--- config.mk ---
export PLATFORM = sky130hd
export DESIGN_NAME = udiv64_stage
export DESIGN_NICKNAME = d
export VERILOG_FILES = /design/src/rtl/udiv64_pkg.sv /design/src/rtl/udiv64_stage.sv
export SDC_FILE = /design/constraint.sdc
export NUM_CORES = 1
export LEC_CHECK = 0
export ABC_AREA = 1
export ABC_CLOCK_PERIOD_IN_PS = 1400
export BUFFER_PORTS_ARGS = -buffer_cell sky130_fd_sc_hd__buf_4
export CAP_MARGIN = 5
export CORE_AREA = 3 3 258 260
export CTS_CLUSTER_DIAMETER = 100
export DETAILED_ROUTE_END_ITERATION = 10
export DIE_AREA = 0 0 261 263
export GPL_TIMING_DRIVEN = 0
export HOLD_SLACK_MARGIN = 0.02
export SETUP_SLACK_MARGIN = 0.4
export SLEW_MARGIN = 0
export SYNTH_ARGS = -nofsm -noshare
export SYNTH_HDL_FRONTEND = slang
export SYNTH_SLANG_ARGS = --single-unit
--- constraint.sdc ---
create_clock -name clk -period 1.4 [get_ports clk]
set_input_delay 0.28 -clock clk [delete_from_list [all_inputs] [get_ports clk]]
set_output_delay 0.28 -clock clk [all_outputs]
set_load 0.005 [all_outputs]
--- src/rtl/udiv64_pkg.sv ---
// Shared types for the 64-bit unsigned divider.
`timescale 1ns / 1ps
package udiv64_pkg;
	// Sideband that rides along the division pipeline
	typedef struct packed {
		logic pow2;
		logic dbz;
	} side_t;
endpackage

--- src/rtl/udiv64_stage.sv ---
// One radix-2 restoring division step with its pipeline register.
`timescale 1ns / 1ps
module udiv64_stage #(
	parameter int W = 64,
	parameter int BIT = 0
) (
	input  logic                clk,
	input  logic                arst_n,
	input  logic                en,
	input  logic                in_valid,
	input  logic [W-1:0]        in_num,
	input  logic [W-1:0]        in_den,
	input  logic [W-1:0]        in_quo,
	input  logic [W-1:0]        in_rem,
	input  logic [W-1:0]        in_aux,
	input  logic [$clog2(W+1)-1:0] in_k,
	input  udiv64_pkg::side_t   in_side,
	output logic                out_valid,
	output logic [W-1:0]        out_num,
	output logic [W-1:0]        out_den,
	output logic [W-1:0]        out_quo,
	output logic [W-1:0]        out_rem,
	output logic [W-1:0]        out_aux,
	output logic [$clog2(W+1)-1:0] out_k,
	output udiv64_pkg::side_t   out_side
);
	logic [W:0]   trial;
	logic [W:0]   diff;
	logic         take;
	// Shift in the next numerator bit and trial-subtract
	always_comb begin
		trial = {in_rem, in_num[BIT]};
		diff  = trial - {1'b0, in_den};
		take  = !diff[W];
	end
	always_ff @(posedge clk or negedge arst_n) begin
		if (!arst_n) begin
			out_valid <= 1'b0;
		end else if (en) begin
			out_valid <= in_valid;
		end
	end
	always_ff @(posedge clk) begin
		if (en) begin
			out_num  <= in_num;
			out_den  <= in_den;
			out_quo  <= {in_quo[W-2:0], take};
			out_rem  <= take ? diff[W-1:0] : trial[W-1:0];
			out_aux  <= in_aux;
			out_k    <= in_k;
			out_side <= in_side;
		end
	end
endmodule

# After elaboration in Yosys (flattened, before gate mapping)

Index checks and enable logic that the tools add are counted.

Output and inout bits: 330
Logic and storage cells: 12
Bits in read-only memories: 0
Latch bits: 0
Bits in writable memories: 0
Bits of input ports: 333
Bits in registers: 330
Memories kept: 0

Add/subtract/negate cells: 1
Div/mod/pow operators: 0
Multipliers: 0
Order comparisons: 0
Reductions and logical operators: 1
Multiplexer cells: 1
Equality and inequality tests: 0
Bitwise operators: 0
Shift operators: 0

Operators by type and width:

| operator                                       | number |
|---|---|
| 65-bit by 64-bit subtractor with 65-bit output | 1 |
| 64-bit two-way mux                             | 1 |
| 1-bit logical NOT                              | 1 |

# Longest topological paths before layout

Gate-level depths: netlist (run 1).

Depth after elaboration: 2
Depth in mapped cells: 20
Mapped depth without buffers: 18

# Worst setup path before layout (run 1)

No wires, ideal clock.

Kind: input-to-reg
Start: in in_num[0]
End: reg out_rem[41] (data pin)
Data required time: 1.148 ns
Cell stages on the path: 19
Library setup time: 0.252 ns
Path buffers: 2
Data arrival time: 2.094 ns
Slack: -0.946 ns
Path through: inv_1 -> ha_1 -> fa_1 -> inv_1 -> nand2_1 -> nand2_1 -> nand3_1 -> nand2_2 -> nand2_1 -> nand2_2 -> nand2_1 -> nand2_2 -> nand2_2 -> nand3_1 -> nand2_2 -> buf_12 -> buf_12 -> nand2_2 -> nand2_1

Longest elaborated chain between the ends: 2

RTL lines:

| what                                           | RTL line           | RTL |
|---|---|---|
| from (decl)                                    | udiv64_stage.sv:11 | `input logic [W-1:0] in_num,` |
| 65-bit by 64-bit subtractor with 65-bit output | udiv64_stage.sv:33 | `diff = trial - {1'b0, in_den};` |
| 64-bit two-way mux                             | udiv64_stage.sv:48 | `out_rem <= take ? diff[W-1:0] : trial[W-1:0];` |
| to (signal assigned)                           | udiv64_stage.sv:48 |  |
| to (decl)                                      | udiv64_stage.sv:22 | `output logic [W-1:0] out_rem,` |

No other way between the ends.
A chain may end at the register's enable or synchronous reset.

# Worst setup path in the final report (run 1)

Start: in in_num[0]
End: reg out_rem[17] (data pin)

Same word-level chain as after synthesis.

==> out/metrics.csv, run 1 <==
metric;value;unit
Setup WS post-layout;-611;ps
Slew @ Worst Pin;658;ps
Critical Path Start Type;input port;
Post-synth ARST share;0.303;%
RR Endpoint;out_valid$_DFFE_PN0P_;
TritonCTS Buffers;42;
flop2flop setup slack;610;ps
vias in the first global route;17200;
setup_tns;-36710;ps
Vias;17200;
total core area;64300;sq um
Vias/cell;4.38;
Final Critical Period;2010;ps
CTS tree;yes;
initial antenna violation count;23;
drt first-iter violations;1083;
status;finished, violations left;
Synth-to-Final Area Change;80.5;%
chip width;261;um
Synth Cell Area;17200;sq um
Clock Skew;0;ps
Clock Sinks;330;
CP endpoint kind;flip-flop;
Min Hold Slack;34.1;ps
CTS H-Tree Depth;2;
total wire length;91000;um
Hold EP;out_rem[57]$_DFFE_PP_;
Post-Layout Cell Count;3929;
pins over their slew limit;0;
Initial Utilization;26.7;%
cell area after layout;31000;sq um
Data arrival, critical path;2340;ps
first-pass GRT wire length;123000;um
Reg area;9900;sq um
sequential area share after synthesis;57.7;%
num rows;93;
area of the multi-input gates;7200;sq um
antenna-violating nets left;0;
Die Ht;263;um
relative slew slack;56.1;%
CTS root buf;clkbuf_16;
Initial DRT Pass Iterations;5;
setup violators final;82;
Final Hold Viols;0;
largest net degree at the start of global routing;116;
aggregate global routing overflow;0;
Lkg Pwr;14.7;nW
fill cell total of the finished layout;6076;
GRT Util Overall;25.0;%
Crit-path slowest cell;fa_2;
Yosys Warn Count;0;
WL/cell;23.2;um
top cells by area, synth;edfxtp_1 58%, nand2_1 17%, inv_1 8.5%, ha_1 4.7%, nor2_1 2.2%;
Reg-to-Reg Start;out_valid$_DFFE_PN0P_;
DIE AREA;68600;sq um
EDFF count, synth;329;
critical path class;in -> reg;
CP required;1730;ps
top cells by instance count after synthesis;793 x nand2_1, 389 x inv_1, 329 x edfxtp_1, 102 x nor2_1, 68 x nand3_1;
gpl congestion;0.942;
number of cells produced by synthesis;1939;
Cells after DPL;3458;
Power Density;1040;nW/um^2
synthesized area per cell;8.85;sq um
CP max FO;10;
path type of the worst min-delay path;in -> reg;
fin crit share;144;%
port bufs;661;
Cell Chain, Critical Path;buf_12 -> inv_8 -> ha_4 -> fa_2 -> inv_2 -> nand2_1 -> nand2_1 -> nand3_2 -> nand2_2 -> nand2_2 -> nand2_4 -> nand2_4 -> nand2_4 -> nand2_8 -> nand3_4 -> nand2_4 -> buf_12 -> buf_12 -> buf_8 -> nand2_1 -> nand2_1;
Worst path max stage delay;360;ps
ys flop type;edfxtp_1;
Worst-path clk slew;60;ps
nets;3425;
DP HPWL;70100;um
Netlist cell types;33;
area leader, netlist;edfxtp_1;
DRC violations left;0;
hold path start;in_rem[56];
MaxCap Viol Count;0;
Peak VDD IR;0.830;mV
number of synthesized register bits;330;
top cell type's share of synthesized area;57.6;%
fmax;497;MHz
most common cell in the synthesized netlist;nand2_1;
num ports;663;
RSZ-0062 raised after global routing;true;
Max Root-Sink Buffers;3;
Synth Net Count;2337;
hold path cells;3;
worst reg2reg path depth;1;
placed cell area;23300;sq um
share of cells above drive strength 1;37.0;%
clk_lat worst skew;570;ps
violated checks;setup timing;
## worst max path at each step
stage / startpoint / to
after global placement: en / out_valid$_DFFE_PN0P_
after floorplan: in_num[0] / out_rem[41]$_DFFE_PP_
after global routing: in_den[49] / out_rem[23]$_DFFE_PP_
final: in_num[0] / out_rem[17]$_DFFE_PP_
after CTS: in_num[0] / out_rem[25]$_DFFE_PP_
after detailed placement: in_den[36] / out_rem[30]$_DFFE_PP_
## report_power, final
part / switching [mW] / total [mW] / internal (mW)
combinational: 4.58 / 9.00 / 4.43
clock: 4.53 / 10.9 / 6.33
sequential: 0.382 / 12.4 / 12.0
## registers in the layout, summed over array words and instances, names as in the netlist
signal and count:
out_den 64, out_side 2, out_aux 64, out_rem 64
out_valid 1, out_num 64, out_k 7, out_quo 64
## worst max-delay path: cells and delay by family
family | cells | cell delay [ps]
adders and majority gates | 2 | 510
buffers and inverters | 6 | 600
and+or+nand+nor | 13 | 930
## placed cells by master, fill, tap and decap left out, types with 6 or more instances in the layout
cell / n
inv_2: 40
buf_8: 8
nand2_1: 671
nand2_4: 36
a21oi_1: 36
nor2_1: 78
clkinv_1: 7
edfxtp_1: 329
nor3_1: 8
diode_2: 15
inv_1: 348
clkbuf_1: 7
clkbuf_16: 51
dlygate4sd3_1: 317
buf_6: 204
nor2_4: 14
nand3_2: 11
nand2_2: 114
nand4_1: 19
o21bai_1: 8
ha_2: 7
a21oi_2: 15
clkinv_2: 6
buf_12: 9
ha_4: 52
nand3_1: 52
xor2_1: 30
buf_4: 504
nor2_2: 18
## kinds of logic after synthesis
family / count (synthesis) / share of synthesized area (%)
adder cells (fa/ha/maj): 65 / 4.78
AND/OR/NAND/NOR: 1041 / 24.4
AO/OA/AOI/OAI: 64 / 1.98
flip-flops: 330 / 57.7
multiplexers: 1 / 0.0656
XOR/XNOR: 31 / 1.58
buffers and inverters: 407 / 9.43
## layer usage
| metal | global-route usage [%] | wire, um | vias up |
|---|---|---|---|
| met2 | 45.8 | 46800 | 595 |
| met3 | 5.27 | 5880 | 142 |
| li1 | - | - | 8282 |
| met5 | 0 | 87 | - |
| met4 | 9.36 | 3980 | 14 |
| met1 | 28.1 | 34300 | 8158 |
## repair_timing
action | CTS | global route
hold buffers | 315 | 2
setup buffers | 33 | 17
resized for setup | 441 | 145
endpoints found under the setup margin | 485 | 485
hold endpoints to repair | 314 | 2
cloned | 4 | 9
pin swaps | 42 | 14
## area by class of cell
cell class	instances	share of cell area, %
clock inverters	24	0.760
well taps	855	3.45
inverters	394	4.83
clock buffers	52	3.65
diodes	15	0.121
plain buffers	13	0.659
repair buffers	1042	31.3
flip-flops and latches	330	32.0
multi-input cells	1204	23.3
## per-stage QoR
stage	setup WS, ps	util [%]	power (mW)
after CTS	-556	46.6	32.0
after floorplan	-841	-	15.0
after detailed placement	-1690	36.2	19.0
after global placement	-2710	36.1	19.0
final	-611	48.1	32.2
after global routing	-679	48.1	33.6
(Power assumes the default switching activity.)
==> run 2, diff against run 1 <==
--- a/config.mk
+++ b/config.mk
@@ -11,6 +11,7 @@
 export CAP_MARGIN = 5
 export CORE_AREA = 3 3 258 260
 export CTS_CLUSTER_DIAMETER = 100
+export CTS_CLUSTER_SIZE = 8
 export DETAILED_ROUTE_END_ITERATION = 10
 export DIE_AREA = 0 0 261 263
 export GPL_TIMING_DRIVEN = 0
==> constraint.sdc (replaced) <==
create_clock -name clk -period 1.4 [get_ports clk]
set_input_delay 0.28 -clock clk [delete_from_list [all_inputs] [get_ports clk]]
set_output_delay 0.28 -clock clk [all_outputs]
set_load 0.02 [all_outputs]
==> run 2 against run 1 <==
The flow still finishes with violations (setup timing). Hold slack improved by 12 ps. Utilization increased by 0.87 points. Critical path depth decreased by 4. Sequential power about the same. Clock skew unchanged. Non-clock buffer count increased by 14. Sequential share of layout area decreased by 0.56 points. Cell count increased by 0.10%. Power increased by 5.0%. Clock power about the same. Highest routed layer unchanged.
==> out/metrics.csv, run 2 (synthesis gave the netlist of run 1 again) <==
metric;value;unit;change
CTS tree;yes;;unchanged
chip width;261;um;unchanged
Peak VDD IR;0.831;mV;was 0.830 mV
Post-Layout Cell Count;3933;;was 3929
status;finished, violations left;;unchanged
Clock Skew;0;ps;unchanged
Final Util;49.0;%;was 48.1%
CP endpoint kind;flip-flop;;unchanged
CP required;1750;ps;was 1730 ps
Initial DRT Pass Iterations;5;;unchanged
fmax;499;MHz;was 497 MHz
Min Hold Slack;46.5;ps;was 34.1 ps
Setup WS post-layout;-604;ps;was -611 ps
total core area;64300;sq um;unchanged
largest net degree at the start of global routing;107;;was 116
Vias;17200;;about the same
placed cell area;23300;sq um;unchanged
CP most frequent cell;nand2_4;;
most frequent cells in the layout;682 x nand2_1, 373 x buf_4, 351 x inv_1;;was 671 x nand2_1, 504 x buf_4, 348 x inv_1
Final Hold Viols;0;;unchanged
DRC violations left;0;;unchanged
nets;3445;;was 3425
grt met2 use;45.8;%;about the same
path type of the worst min-delay path;in -> reg;;unchanged
total power;33.9;mW;was 32.2 mW
clk_lat worst skew;590;ps;was 570 ps
most common cell after layout, fill and taps aside;nand2_1;;unchanged
num rows;93;;unchanged
critical path class;in -> reg;;unchanged
CTS H-Tree Depth;2;;unchanged
DP HPWL;70100;um;unchanged
initial antenna violation count;21;;was 23
DIE AREA;68600;sq um;unchanged
CP top delay family;simple AND/OR/NAND/NOR gates;;unchanged
fin crit share;143;%;was 144%
setup violators final;232;;was 82
Critical Path Start Type;input port;;unchanged
Slew @ Worst Pin;613;ps;was 658 ps
Power Density;1070;nW/um^2;was 1040 nW/um^2
violated checks;setup timing;;unchanged
Cells after DPL;3458;;unchanged
Max Root-Sink Buffers;3;;unchanged
num ports;663;;unchanged
relative slew slack;59.1;%;was 56.1%
Data arrival, critical path;2350;ps;was 2340 ps
Vias/cell;4.36;;was 4.38
Worst-path clk slew;60;ps;about the same
grt peak-use layer;met2;;unchanged
aggregate global routing overflow;0;;unchanged
Worst path max stage delay;410;ps;was 360 ps
vias in the first global route;17400;;was 17200
setup_tns;-37140;ps;was -36710 ps
cell area after layout;31500;sq um;was 31000 sq um
gpl congestion;0.942;;unchanged
pre-CTS setup slack;-1690;ps;unchanged
Crit-path slowest cell;nor4_4;;was fa_2
Die Ht;263;um;unchanged
CTS root buf;clkbuf_16;;unchanged
drt first-iter violations;1161;;was 1083
Final Critical Period;2000;ps;was 2010 ps
Initial Utilization;26.7;%;unchanged
port bufs;661;;unchanged
WL/cell;23.2;um;about the same
share of cells above drive strength 1;35.9;%;was 37.0%
GRT Util Overall;25.6;%;was 25.0%
buffers and inverters on the worst path;6;;unchanged
Global Route met3 Usage;5.87;%;was 5.27%
Clock Sinks;330;;unchanged
TritonCTS Buffers;49;;was 42
met1 usage;28.8;%;was 28.1%
fill cell total of the finished layout;6014;;was 6076
pins over their slew limit;0;;unchanged
total wire length;91200;um;was 91000 um
Synth-to-Final Area Change;83.8;%;was 80.5%
Lkg Pwr;15.0;nW;was 14.7 nW
CP max FO;5;;was 10
MaxCap Viol Count;0;;unchanged
antenna-violating nets left;0;;unchanged
Cell Chain, Critical Path;buf_4 -> inv_2 -> ha_4 -> nand2_2 -> inv_2 -> nand2_4 -> nor2_4 -> nand2_4 -> nor4_4 -> nand2_8 -> nand3_4 -> nand2_4 -> buf_12 -> buf_12 -> clkbuf_16 -> nand2_4 -> nand2_1;;was buf_12 -> inv_8 -> ha_4 -> fa_2 -> inv_2 -> nand2_1 -> nand2_1 -> nand3_2 -> nand2_2 -> nand2_2 -> nand2_4 -> nand2_4 -> nand2_4 -> nand2_8 -> nand3_4 -> nand2_4 -> buf_12 -> buf_12 -> buf_8 -> nand2_1 -> nand2_1
RSZ-0062 raised after global routing;true;;unchanged
first-pass GRT wire length;125000;um;was 123000 um
-- run 2: cell count changes in the layout (fill, tap and decap cells not counted), moves of 8 or more --
cell	delta
buf_6	+140
nor2_1	+8
nand2_1	+11
dlygate4sd3_1	+12
nand2_2	-16
buf_4	-131
-- run 2: cell type report --
type	count	area [sq um]	share of cell area, %
Sequential cell	330	9900	31.4
Multi-Input combinational cell	1203	7140	22.6
Buffer	13	201	0.639
Clock inverter	8	125	0.397
Tap cell	855	1070	3.39
Antenna cell	13	32.5	0.103
Inverter	394	1500	4.77
Timing Repair Buffer	1056	10300	32.6
Clock buffer	61	1270	4.03
-- run 2: final timing paths --
kind                            slack, ps                   from  depth (start not counted)                    end
worst max-delay path                 -600             in_den[34]                         17  out_rem[22]$_DFFE_PP_
worst min-delay path                   50             in_rem[31]                          3  out_rem[32]$_DFFE_PP_
worst max register to register        620  out_valid$_DFFE_PN0P_                          1  out_valid$_DFFE_PN0P_
worst min register to register        570  out_valid$_DFFE_PN0P_                          1  out_valid$_DFFE_PN0P_
max in group asynchronous             740                 arst_n                          3  out_valid$_DFFE_PN0P_
min in group asynchronous             550                 arst_n                          3  out_valid$_DFFE_PN0P_
-- run 2: report_power, final --
group	leakage, nW	internal (mW)	switching, mW
Sequential	3.23	12.0	0.440
Clock	0.672	6.52	4.66
Combinational	11.1	4.68	5.56
-- run 2: metal layers --
layer | share of wire [%] | vias up
met5 | 0.12 | -
met4 | 5.0 | 16
met3 | 6.6 | 154
met2 | 51 | 596
met1 | 38 | 8093
li1 | - | 8300
-- run 2: what timing repair did --
item,in CTS,in global routing
gates resized for setup,576,125
cloned,7,2
hold buffers,329,0
hold endpoints to repair,328,0
setup endpoints to repair,485,401
buffers inserted,37,18
pin swaps,41,42
-- run 2: tightest hold or removal path, stage by stage --
cell	delay, ps
buf_4	100
nand2_1	50
nand2_1	80
==> run 3, diff against run 2 <==
--- a/config.mk
+++ b/config.mk
@@ -9,11 +9,11 @@
 export ABC_CLOCK_PERIOD_IN_PS = 1400
 export BUFFER_PORTS_ARGS = -buffer_cell sky130_fd_sc_hd__buf_4
 export CAP_MARGIN = 5
-export CORE_AREA = 3 3 258 260
+export CORE_AREA = 3 3 259 261
 export CTS_CLUSTER_DIAMETER = 100
 export CTS_CLUSTER_SIZE = 8
 export DETAILED_ROUTE_END_ITERATION = 10
-export DIE_AREA = 0 0 261 263
+export DIE_AREA = 0 0 262 264
 export GPL_TIMING_DRIVEN = 0
 export HOLD_SLACK_MARGIN = 0.02
 export SETUP_SLACK_MARGIN = 0.4
==> run 3 against run 2 <==
The run still ends with setup timing left. Register-to-register slack got worse by 20 ps. Die area up 0.76%. Critical path type unchanged. Highest routed layer unchanged. Maximum frequency fell by 2.0%. Clock power hardly changed. Sequential cell count did not move. Final area down 0.55%. Clock skew is the same. Utilization fell by 0.53 points. Power barely moved.
==> out/metrics.csv, run 3 (synthesis gave the netlist of run 1 again) <==
metric;value;unit;change
status;finished, violations left;;unchanged
violated checks;setup timing;;unchanged
Data arrival, critical path;2390;ps;was 2350 ps
gpl congestion;0.915;;was 0.942
nets;3431;;was 3445
share of cells above drive strength 1;35.0;%;was 35.9%
pre-CTS setup slack;-1800;ps;was -1690 ps
fin crit share;146;%;was 143%
TritonCTS Buffers;48;;was 49
first-pass GRT wire length;127000;um;was 125000 um
Max Root-Sink Buffers;3;;unchanged
CP required;1750;ps;about the same
DP HPWL;72700;um;was 70100 um
clk_lat worst skew;580;ps;was 590 ps
pins over their slew limit;0;;unchanged
relative slew slack;63.1;%;was 59.1%
Final Util;48.5;%;was 49.0%
Final Critical Period;2040;ps;was 2000 ps
most common cell after layout, fill and taps aside;nand2_1;;unchanged
Crit-path slowest cell;ha_1;;was nor4_4
chip width;262;um;was 261 um
Min Hold Slack;73.9;ps;was 46.5 ps
most frequent cells in the layout;683 x nand2_1, 359 x buf_4, 351 x inv_1;;was 682 x nand2_1, 373 x buf_4, 351 x inv_1
drt first-iter violations;1097;;was 1161
placed cell area;23300;sq um;unchanged
CTS tree;yes;;unchanged
RSZ-0062 raised after global routing;true;;unchanged
cell area after layout;31400;sq um;was 31500 sq um
buffers and inverters on the worst path;5;;was 6
CP top delay family;simple AND/OR/NAND/NOR gates;;unchanged
GRT Util Overall;26.0;%;was 25.6%
Peak VDD IR;0.934;mV;was 0.831 mV
Initial Utilization;26.5;%;was 26.7%
Die Ht;264;um;was 263 um
Worst path max stage delay;410;ps;about the same
Slew @ Worst Pin;553;ps;was 613 ps
Worst-path clk slew;60;ps;about the same
fmax;489;MHz;was 499 MHz
Cell Chain, Critical Path;buf_4 -> inv_1 -> ha_1 -> nand4_1 -> buf_4 -> nor4_4 -> nand2_8 -> nand3_4 -> nand2_8 -> buf_12 -> buf_16 -> nand2_4 -> nand2_2;;was buf_4 -> inv_2 -> ha_4 -> nand2_2 -> inv_2 -> nand2_4 -> nor2_4 -> nand2_4 -> nor4_4 -> nand2_8 -> nand3_4 -> nand2_4 -> buf_12 -> buf_12 -> clkbuf_16 -> nand2_4 -> nand2_1
WL/cell;23.7;um;was 23.2 um
num ports;663;;unchanged
setup violators final;243;;was 232
initial antenna violation count;29;;was 21
largest net degree at the start of global routing;109;;was 107
CTS root buf;clkbuf_16;;unchanged
critical path class;in -> reg;;unchanged
DRC violations left;0;;unchanged
Clock Sinks;330;;unchanged
path type of the worst min-delay path;in -> reg;;unchanged
Vias/cell;4.37;;was 4.36
Synth-to-Final Area Change;82.7;%;was 83.8%
total wire length;92900;um;was 91200 um
Final Hold Viols;0;;unchanged
CP max FO;7;;was 5
DIE AREA;69200;sq um;was 68600 sq um
Lkg Pwr;14.9;nW;was 15.0 nW
Setup WS post-layout;-644;ps;was -604 ps
total core area;64700;sq um;was 64300 sq um
CTS H-Tree Depth;2;;unchanged
CP endpoint kind;flip-flop;;unchanged
aggregate global routing overflow;0;;unchanged
port bufs;661;;unchanged
Vias;17100;;was 17200
num rows;93;;unchanged
Clock Skew;0;ps;unchanged
Initial DRT Pass Iterations;5;;unchanged
antenna-violating nets left;0;;unchanged
vias in the first global route;17500;;was 17400
MaxCap Viol Count;0;;unchanged
Power Density;1080;nW/um^2;was 1070 nW/um^2
Critical Path Start Type;input port;;unchanged
==> run 3: metal layers <==
layer	GRT usage, %	part of all wire [%]
met1	28.4	36
met2	47.1	51
met3	7.19	7.8
met4	10.8	4.8
met5	0	0.23
==> run 3: area by class of cell <==
type,count,area (sq um)
Clock inverter,6,134
Tap cell,855,1070
Antenna cell,14,35.0
Timing Repair Buffer,1042,10200
Clock buffer,59,1240
Buffer,13,209
Sequential cell,330,9900
Multi-Input combinational cell,1204,7050
Fill cell,6142,33300
Inverter,394,1500
==> run 3: metrics by stage <==
stage | std cells | TNS, ps | total power [mW]
after floorplan | 1939 | -53640 | 16.1
after detailed placement | 3458 | -179050 | 20.1
final | 3917 | -40380 | 33.9
after global placement | 3455 | -976210 | 20.1
after CTS | 3898 | -43830 | 34.0
after global routing | 3909 | -58540 | 35.3
==> run 3: path summary, 6_finish.rpt <==
kind / start / slack [ps] / to / cells past startpoint
min: in_rem[23] / 70 / out_rem[24]$_DFFE_PP_ / 3
min in group asynchronous: arst_n / 600 / out_valid$_DFFE_PN0P_ / 3
max reg2reg: out_valid$_DFFE_PN0P_ / 600 / out_valid$_DFFE_PN0P_ / 1
min reg2reg: out_valid$_DFFE_PN0P_ / 600 / out_valid$_DFFE_PN0P_ / 1
max: in_den[62] / -640 / out_rem[30]$_DFFE_PP_ / 13
max in group asynchronous: arst_n / 680 / out_valid$_DFFE_PN0P_ / 3
==> run 3: tightest hold or removal path, stage by stage <==
cell and delay [ps]:
buf_4 100, nand2_1 70, nand2_2 90
==> run 3: what timing repair did <==
action | in CTS | in global routing
hold buffers | 328 | 0
hold endpoints to repair | 327 | 0
resized for setup | 633 | 48
gates cloned | 11 | 2
setup buffers | 36 | 3
pin swaps | 49 | 11
setup endpoints to repair | 589 | 482
==> run 3: power breakdown <==
part / switching, mW / internal, mW
combinational: 5.60 / 4.69
sequential: 0.454 / 12.0
clock: 4.56 / 6.56
total: 10.6 / 23.3
